File: src/hdl/swra_pkg.sv
`default_nettype none
package swra_pkg;

  // fraction bits of the log2 result
  localparam int LOG_TABLE_BITS = 10;
  // magnitude of -log2(score) in units of 2^-LOG_TABLE_BITS
  localparam int LGW = LOG_TABLE_BITS + 5;
  // exponent product after rounding off the Q8.8 fraction
  localparam int NW = LGW + 9;
  localparam int QW = NW - LOG_TABLE_BITS;
  localparam int SHW = QW + 2;
  localparam int CNTW = 5;

  localparam logic [30:0] Q30_ONE = 31'd1073741824;
  localparam logic [16:0] P_ONE = 17'd65536;

  // configuration register indexes
  localparam logic [1:0] CFG_THRESHOLD = 2'd0;
  localparam logic [1:0] CFG_DECAY = 2'd1;

  // classified entry between front and back
  typedef struct packed {
    logic [23:0] row;
    logic [31:0] sample;
    logic [23:0] weight;
    logic [16:0] score;
    logic        counted;
    logic        last;
  } entry_t;

  typedef struct packed {
    logic [23:0] row;
    logic [31:0] smoothed;
    logic        invalid;
  } result_t;

  typedef enum logic [3:0] {
    S_IDLE, S_LOG, S_MULN, S_EXP, S_SCALE, S_FACT, S_TERM, S_ACC, S_DCHK, S_DIV, S_OUT
  } state_t;

  // 2^(2^-k) in Q1.30, k = 1..14
  function automatic logic [30:0] root_q30(input logic [CNTW-1:0] k);
    logic [30:0] v;
    case (k)
      5'd1:    v = 31'd1518500250;
      5'd2:    v = 31'd1276901417;
      5'd3:    v = 31'd1170923762;
      5'd4:    v = 31'd1121280436;
      5'd5:    v = 31'd1097253708;
      5'd6:    v = 31'd1085434106;
      5'd7:    v = 31'd1079572136;
      5'd8:    v = 31'd1076653033;
      5'd9:    v = 31'd1075196443;
      5'd10:   v = 31'd1074468888;
      5'd11:   v = 31'd1074105294;
      5'd12:   v = 31'd1073923544;
      5'd13:   v = 31'd1073832680;
      5'd14:   v = 31'd1073787251;
      default: v = Q30_ONE;
    endcase
    return v;
  endfunction

endpackage
`default_nettype wire

File: src/hdl/swra_front.sv
`default_nettype none
module swra_front (
  input  wire logic [23:0]      row_id,
  input  wire logic             has_entry,
  input  wire logic [31:0]      sample,
  input  wire logic [23:0]      weight,
  input  wire logic [16:0]      score,
  input  wire logic             score_finite,
  input  wire logic             last_entry,
  input  wire logic [16:0]      score_threshold,
  output swra_pkg::entry_t      entry
);

  // an entry counts when present, finite and at or above threshold
  always_comb begin
    entry.row     = row_id;
    entry.sample  = sample;
    entry.weight  = weight;
    // power uses the score clipped to 1.0
    entry.score   = (score > swra_pkg::P_ONE) ? swra_pkg::P_ONE : score;
    entry.counted = has_entry && score_finite && (score >= score_threshold);
    entry.last    = last_entry;
  end

endmodule
`default_nettype wire

File: config.mk
export PLATFORM = sky130hd
export DESIGN_NAME = swra_front
export DESIGN_NICKNAME = d
export VERILOG_FILES = /design/src/hdl/swra_pkg.sv /design/src/hdl/swra_front.sv
export SDC_FILE = /design/constraint.sdc
export NUM_CORES = 1
export LEC_CHECK = 0
export ABC_AREA = 1
export BUFFER_PORTS_ARGS = -buffer_cell sky130_fd_sc_hd__buf_2
export CAP_MARGIN = 20
export CORE_AREA = 2 2 83 85
export DETAILED_ROUTE_END_ITERATION = 8
export DIE_AREA = 0 0 85 87
export PLACE_DENSITY = 0.7
export SYNTH_ARGS = -nofsm -noshare
export SYNTH_HDL_FRONTEND = slang
export SYNTH_SLANG_ARGS = --single-unit
File: constraint.sdc
create_clock -name vclk -period 3
set_input_delay 0.6 -clock vclk [all_inputs]
set_output_delay 0.6 -clock vclk [all_outputs]
set_load 0.1 [all_outputs]
==> results.md <==
- Reg area: 0 um^2
- GP Congestion: 0.728
- Register area share after synthesis: 0
- Post-Syn Area: 0.00129 mm^2
- Outcome: completed
- Detailed Route Iter0 Violations: 25
- Total GRT Usage: 0.0878
- Final WL: 3.52 mm
- Worst Hold Depth: 0
- Port bufs: 54
- Worst hold path startpoint: sample[7]
- Post-synth top area share: 0.473
- Hold_buf cts: 0
- Max-slew headroom: 0.662
- Tcrit/Tclk final: 0.856
- Pre-CTS setup slack: 0.421 ns
- CP Class: primary input to primary output
- Dpl cells: 256
- WP data arrival: 1.97 ns
- Final #Nets: 312
- CP startpoint kind: primary input
- Num sequential: 0
- Final Power: 0.211 mW
- # resized after CTS: 0
- Initial Util: 0.196
- Vias: 991
- Syn avg cell area: 6.21 um^2
- Max cap viols: 0
- Io pins: 216
- Crit end category: primary output
- Critical Path RT: 2.40 ns
- Hold Crit Class: primary input to primary output
- Share of layout cells above drive strength 1: 0.324
- Rows: 30
- # diodes: 0
- Final worst slack: 0.433 ns
- Hold Path End: entry[50]
- Post-CTS Setup Bufs: 0
- Power per cell area: 202 mW/mm^2
- Synth area leader: buf_4
- Fmax: 390 MHz
- Global route overflow: 0
- Crit Path Max Fanout: 18
- Synth unique cells: 14
- Non-Filler Cell Area, Final: 0.00104 mm^2
- Core area: 0.00657 mm^2
- Remaining DRCs: 0
- Post-DP Area: 0.00104 mm^2
- Vias in the first global route: 1016
- Antenna viol nets, final: 0
- Initial antenna violation count: 0
- Largest net degree at the start of global routing: 19
- Die W: 85 um
- Vias per cell: 3.87
- WL/cell: 13.8 um
- Peak supply drop: 0.0406 mV
- Fin util: 0.159
- Die Ht: 87 um
- Setup TNS: 0 ns
- DP Wirelength: 3.27 mm
- P&R area growth vs syn: -18.9%
- Die Area: 0.00740 mm^2
- Final max-slew violation count: 0
- Post-layout min period: 2.57 ns
- Router iterations before antenna repair: 4
- Synth top area cells: buf_4, ha_1, inv_1, a21oi_1, nand2_1
- Final-layout clock buffer total: 0
- First-pass GRT wire length: 5.13 mm
- Non-filler cells, final: 256
- RSZ-0062 raised after global routing: no
- Hold_ws: 1.20 ns
- YS warnings: 0
- Worst-margin pin slew: 0.510 ns
- Syn Inst Count: 207
- Final Hold Vio Count: 0
- Leak: 0.697 nW
- # setup viols final: 0
- Post-synth net total: 341
layout by cell type, fill, tap and decap left out, drive strengths merged:
master	count
buf	54
inv	40
nand2	27
a21oi	21
ha	17
nor2	10
nand4	4
a21o	2
nand3	1
routing by layer:
layer  GRT usage  part of all wire  vias up
li1            -                 -      488
met1      0.0779              0.32      410
met2       0.165              0.49       61
met3      0.0417              0.13       32
met4      0.0433             0.052        0
met5           0                 0        -
cell type report:
cell class | count | area [um^2]
Timing Repair Buffer | 54 | 285
Tap cell | 80 | 100
Multi-Input combinational cell | 82 | 508
Inverter | 40 | 150
Fill cell | 753 | 5530
worst max path at each step:
stage	start	slack, ns	endpoint	depth (start not counted)
after detailed placement	score[16]	0.42	entry[1]	9
after CTS	score[16]	0.41	entry[1]	9
after global routing	score[16]	0.30	entry[1]	9
after global placement	score[12]	0.46	entry[1]	9
final	score[16]	0.43	entry[1]	9
after floorplan	score[2]	-0.17	entry[10]	6
logic make-up (layout without fill, tap and decap cells):
logic type	after synthesis	count (layout)	share of synthesized area
buffers and inverters	125	94	0.608
and+or+nand+nor	42	42	0.133
adders and majority gates	17	17	0.165
AOI/OAI and AO/OA	23	23	0.0934
Yosys cell counts:
| library cell | n |
|---|---|
| nor2_1 | 10 |
| a21o_1 | 2 |
| nand2_1 | 26 |
| ha_1 | 17 |
| nand4_1 | 4 |
| buf_6 | 1 |
| buf_2 | 1 |
| clkbuf_1 | 2 |
| inv_1 | 39 |
| buf_4 | 81 |
| inv_2 | 1 |
| a21oi_1 | 21 |
| nand2_2 | 1 |
| nand3_1 | 1 |
critical path: stages:
cell and delay (ns):
buf_2 0.20, ha_1 0.34, nand2_1 0.07, nor2_1 0.13, nand2_1 0.08, nor2_1 0.12
nor2_1 0.06, a21oi_2 0.17, buf_12 0.19
report_power, final:
| group | switching, mW | total [mW] | internal (mW) |
|---|---|---|---|
| Sequential | 0 | 0 | 0 |
| Clock | 0 | 0 | 0 |
| Combinational | 0.155 | 0.211 | 0.0552 |
No activity file was read; power rests on OpenSTA's default activity.
