==> src/hdl/swra_pkg.sv <==
`default_nettype none
package swra_pkg;

  // fraction bits of the log2 result
  localparam int LOG_TABLE_BITS = 10;
  // magnitude of -log2(score) in units of 2^-LOG_TABLE_BITS
  localparam int LGW = LOG_TABLE_BITS + 5;
  // exponent product after rounding off the Q8.8 fraction
  localparam int NW = LGW + 9;
  localparam int QW = NW - LOG_TABLE_BITS;
  localparam int SHW = QW + 2;
  localparam int CNTW = 5;

  localparam logic [30:0] Q30_ONE = 31'd1073741824;
  localparam logic [16:0] P_ONE = 17'd65536;

  // configuration register indexes
  localparam logic [1:0] CFG_THRESHOLD = 2'd0;
  localparam logic [1:0] CFG_DECAY = 2'd1;

  // classified entry between front and back
  typedef struct packed {
    logic [23:0] row;
    logic [31:0] sample;
    logic [23:0] weight;
    logic [16:0] score;
    logic        counted;
    logic        last;
  } entry_t;

  typedef struct packed {
    logic [23:0] row;
    logic [31:0] smoothed;
    logic        invalid;
  } result_t;

  typedef enum logic [3:0] {
    S_IDLE, S_LOG, S_MULN, S_EXP, S_SCALE, S_FACT, S_TERM, S_ACC, S_DCHK, S_DIV, S_OUT
  } state_t;

  // 2^(2^-k) in Q1.30, k = 1..14
  function automatic logic [30:0] root_q30(input logic [CNTW-1:0] k);
    logic [30:0] v;
    case (k)
      5'd1:    v = 31'd1518500250;
      5'd2:    v = 31'd1276901417;
      5'd3:    v = 31'd1170923762;
      5'd4:    v = 31'd1121280436;
      5'd5:    v = 31'd1097253708;
      5'd6:    v = 31'd1085434106;
      5'd7:    v = 31'd1079572136;
      5'd8:    v = 31'd1076653033;
      5'd9:    v = 31'd1075196443;
      5'd10:   v = 31'd1074468888;
      5'd11:   v = 31'd1074105294;
      5'd12:   v = 31'd1073923544;
      5'd13:   v = 31'd1073832680;
      5'd14:   v = 31'd1073787251;
      default: v = Q30_ONE;
    endcase
    return v;
  endfunction

endpackage
`default_nettype wire

==> src/hdl/swra_queue.sv <==
`default_nettype none
module swra_queue (
  input  wire logic              clk,
  input  wire logic              rst,
  input  wire logic              wr,
  input  wire swra_pkg::entry_t  wr_data,
  output logic                   q_full,
  input  wire logic              rd,
  output swra_pkg::entry_t       rd_data,
  output logic                   q_empty
);

  swra_pkg::entry_t mem [2];
  logic       wr_ptr;
  logic       rd_ptr;
  logic [1:0] count;

  assign q_full  = (count == 2'd2);
  assign q_empty = (count == 2'd0);
  assign rd_data = mem[rd_ptr];

  // two-entry ring
  always_ff @(posedge clk) begin
    if (wr && !q_full) begin
      mem[wr_ptr] <= wr_data;
    end
    if (rst) begin
      wr_ptr <= 1'b0;
      rd_ptr <= 1'b0;
      count  <= 2'd0;
    end else begin
      if (wr && !q_full) wr_ptr <= ~wr_ptr;
      if (rd && !q_empty) rd_ptr <= ~rd_ptr;
      count <= count + 2'((wr && !q_full) ? 1 : 0) - 2'((rd && !q_empty) ? 1 : 0);
    end
  end

endmodule
`default_nettype wire

==> config.mk <==
export PLATFORM = sky130hd
export DESIGN_NAME = swra_queue
export DESIGN_NICKNAME = d
export VERILOG_FILES = /design/src/hdl/swra_pkg.sv /design/src/hdl/swra_queue.sv
export SDC_FILE = /design/constraint.sdc
export NUM_CORES = 1
export LEC_CHECK = 0
export ABC_AREA = 1
export BUFFER_PORTS_ARGS = -buffer_cell sky130_fd_sc_hd__buf_2
export CAP_MARGIN = 20
export CORE_ASPECT_RATIO = 0.9
export CORE_MARGIN = 2
export CORE_UTILIZATION = 40
export DETAILED_ROUTE_END_ITERATION = 10
export GPL_TIMING_DRIVEN = 1
export PLACE_DENSITY_LB_ADDON = 0.2
export SLEW_MARGIN = 20
export SYNTH_ARGS = -nofsm -noshare
export SYNTH_HDL_FRONTEND = slang
export SYNTH_SLANG_ARGS = --single-unit
export TNS_END_PERCENT = 20
==> constraint.sdc <==
create_clock -name clk -period 12.3 [get_ports clk]
set_input_delay 1.845 -clock clk [delete_from_list [all_inputs] [get_ports clk]]
set_output_delay 1.845 -clock clk [all_outputs]
set_load 0.005 [all_outputs]
==> impl_metrics.env <==
export IMPL_synthToLayoutAreaGrowth_pct=27.0
export IMPL_syn_nets=452
export IMPL_nNetsFinal=673
export IMPL_placedInstanceArea_sq_um=8720
export IMPL_min_path_type="reg -> reg"
export IMPL_post_cts_buffers=0
export IMPL_critical_path_top_delay_family="buffers and inverters"
export IMPL_min_path_cells=2
export IMPL_cts_buffers=23
export IMPL_p_total_mw=1.93
export IMPL_antenna_found_initial=2
export IMPL_timing_fmax_mhz=227
export IMPL_via_per_inst=4.58
export IMPL_cts_max_path_buffers=3
export IMPL_gp_congestion=0.695
export IMPL_cp_slowest_stage_delay_ps=790
export IMPL_clock_sinks=203
export IMPL_dr_pass1_iters=4
export IMPL_status="finished, final reports clean"
export IMPL_stdcell_area_sq_um=9430
export IMPL_drc=0
export IMPL_p_per_area_nw_per_um2=205
export IMPL_clk_pin_slew_worst_paths_ps=60
export IMPL_overflow=0
export IMPL_numPortBuffers=203
export IMPL_end_kind="output pin"
export IMPL_ir_worst_vdd_mv=0.112
export IMPL_tns_ps=0
export IMPL_hold_viol_final=0
export IMPL_slowest_stage="dfxtp_4"
export IMPL_io_pins=204
export IMPL_timing_final_crit_share_pct=35.9
export IMPL_drv_slew=0
export IMPL_drt_first_iter_violations=160
export IMPL_grt_max_degree=57
export IMPL_postRouteAntennaNets=0
export IMPL_reg2reg_to="mem[1][40]"
export IMPL_cts_repair_resized=0
export IMPL_initial_core_util_pct=40.6
export IMPL_grt_pass1_vias=4004
export IMPL_dieWidth_um=148
export IMPL_drv_cap=0
export IMPL_rsz0062_at_grt="false"
export IMPL_insertion_delay_ps=490
export IMPL_wl_per_cell_um=16.3
export IMPL_mostFrequentLayoutCells="203 x buf_2, 198 x edfxtp_1, 89 x mux2_2"
export IMPL_synth_cell_types=12
export IMPL_setup_violations_final=0
export IMPL_grtUsageTotal_pct=13.4
export IMPL_routed_wl_um=13500
export IMPL_start_kind="register"
export IMPL_cp_num_buf_inv=2
export IMPL_rr_worst_depth=5
export IMPL_finClkSkew_ps=11.1
export IMPL_final_common_cell="buf_2"
export IMPL_h_tree_depth=1
export IMPL_placeableCoreArea_sq_um=18300
export IMPL_slew_headroom_pct=48.1
export IMPL_path_depth=3
export IMPL_syn_cell_area_sq_um=7420
export IMPL_r2r_start="count[0]"
export IMPL_post_route_min_period_ps=4410
export IMPL_grt_pass1_wl_um=20700
export IMPL_ys_ff_latch=203
export IMPL_nFillCells=1518
export IMPL_vias=3801
export IMPL_die_h_um=133
export IMPL_path_cells="buf_4 -> mux2_2 -> buf_2"
export IMPL_path_max_fanout=50
export IMPL_netlist_instances=347
export IMPL_dieArea_sq_um=19700
export IMPL_hp_start="rd_ptr"
export IMPL_rows=47
export IMPL_min_to="rd_ptr"
export IMPL_worstMarginPinSlew_ps=778
export IMPL_cts_hold_fix_buffers=0
export IMPL_path_class="reg -> out"
export IMPL_reg2reg_slack_ps=10010
export IMPL_hpwl_um=8870
export IMPL_required_ps=10450
export IMPL_ys_seq_area_share_pct=81.4
export IMPL_yosys_warnings=0
export IMPL_cts_tree="built"
export IMPL_root_buffer="clkbuf_16"
export IMPL_cp_arrival_ps=2570
export IMPL_leakagePower_nw=3.56
export IMPL_drive_above_1_share_pct=58.0
export IMPL_syn_avg_cell_area_sq_um=21.4
## cell type report
| cell class | count | area [sq um] | share of cell area, % |
|---|---|---|---|
| sequential | 203 | 6050 | 64.2 |
| clock buffer | 30 | 602 | 6.38 |
| tap | 245 | 307 | 3.25 |
| antenna | 1 | 2.50 | 0.0265 |
| multi-input combinational | 123 | 1270 | 13.5 |
| clock inverter | 11 | 109 | 1.15 |
| inverter | 10 | 40.0 | 0.425 |
| timing repair buffer | 207 | 1050 | 11.1 |
## kinds of logic after synthesis
kind of cell	share of synthesized area [%]
AO/OA/AOI/OAI	0.135
buffers and inverters	1.50
multiplexers	15.5
flip-flops	81.4
adder cells (fa/ha/maj)	0.337
AND/OR/NAND/NOR	1.06
## worst register-to-register path, delay by kind of cell, from the launching register on
family                 cells  cell delay (ps)
DFF                        1              340
buffers and inverters      3             1280
and+or+nand+nor            2              270
## metal layers
metal	vias up	part of all wire [%]	GRT usage, %
li1	1800	-	-
met1	1817	41	17.0
met2	161	47	21.9
met3	23	9.2	4.49
met4	0	2.4	4.22
met5	-	0	0
## flip-flops by register name, indices dropped and copies added (netlist names), named ones only
| signal | count |
|---|---|
| mem | 198 |
| count | 2 |
| rd_ptr | 1 |
| wr_ptr | 1 |
## cell usage after synthesis, drive strengths merged
cell    count  share of area, %
nand2       8              0.40
edfxtp    198                80
ha          2              0.34
dfxtp       5               1.3
buf        11              0.99
mux2       99                16
a21oi       2              0.13
nor2        9              0.46
inv        10              0.51
nand3       3              0.20
## worst max path at each step
stage,from,end,slack (ps)
5_1_grt,register,rd_data[85],7730
4_1_cts,register,rd_data[6],7800
2_1_floorplan,wr,mem[0][0],5710
3_5_place_dp,register,rd_data[6],8330
3_3_place_gp,register,rd_data[6],8360
6_report,register,rd_data[85],7890
## where the power goes
part | leakage (nW) | total (mW) | internal, mW | switching [mW]
clock | 0.339 | 0.633 | 0.386 | 0.247
sequential | 1.89 | 0.919 | 0.879 | 0.0404
combinational | 1.33 | 0.377 | 0.194 | 0.182
## metrics by stage
step	setup slack, ps	instances	util (%)	hold slack (ps)
global route	7730	829	51.5	546
floorplan	5710	347	-	467
finish	7890	830	51.6	511
detailed placement	8330	788	47.7	490
global placement	8360	788	47.7	486
CTS	7800	829	51.5	517
Power figures use the tool's default switching activity.
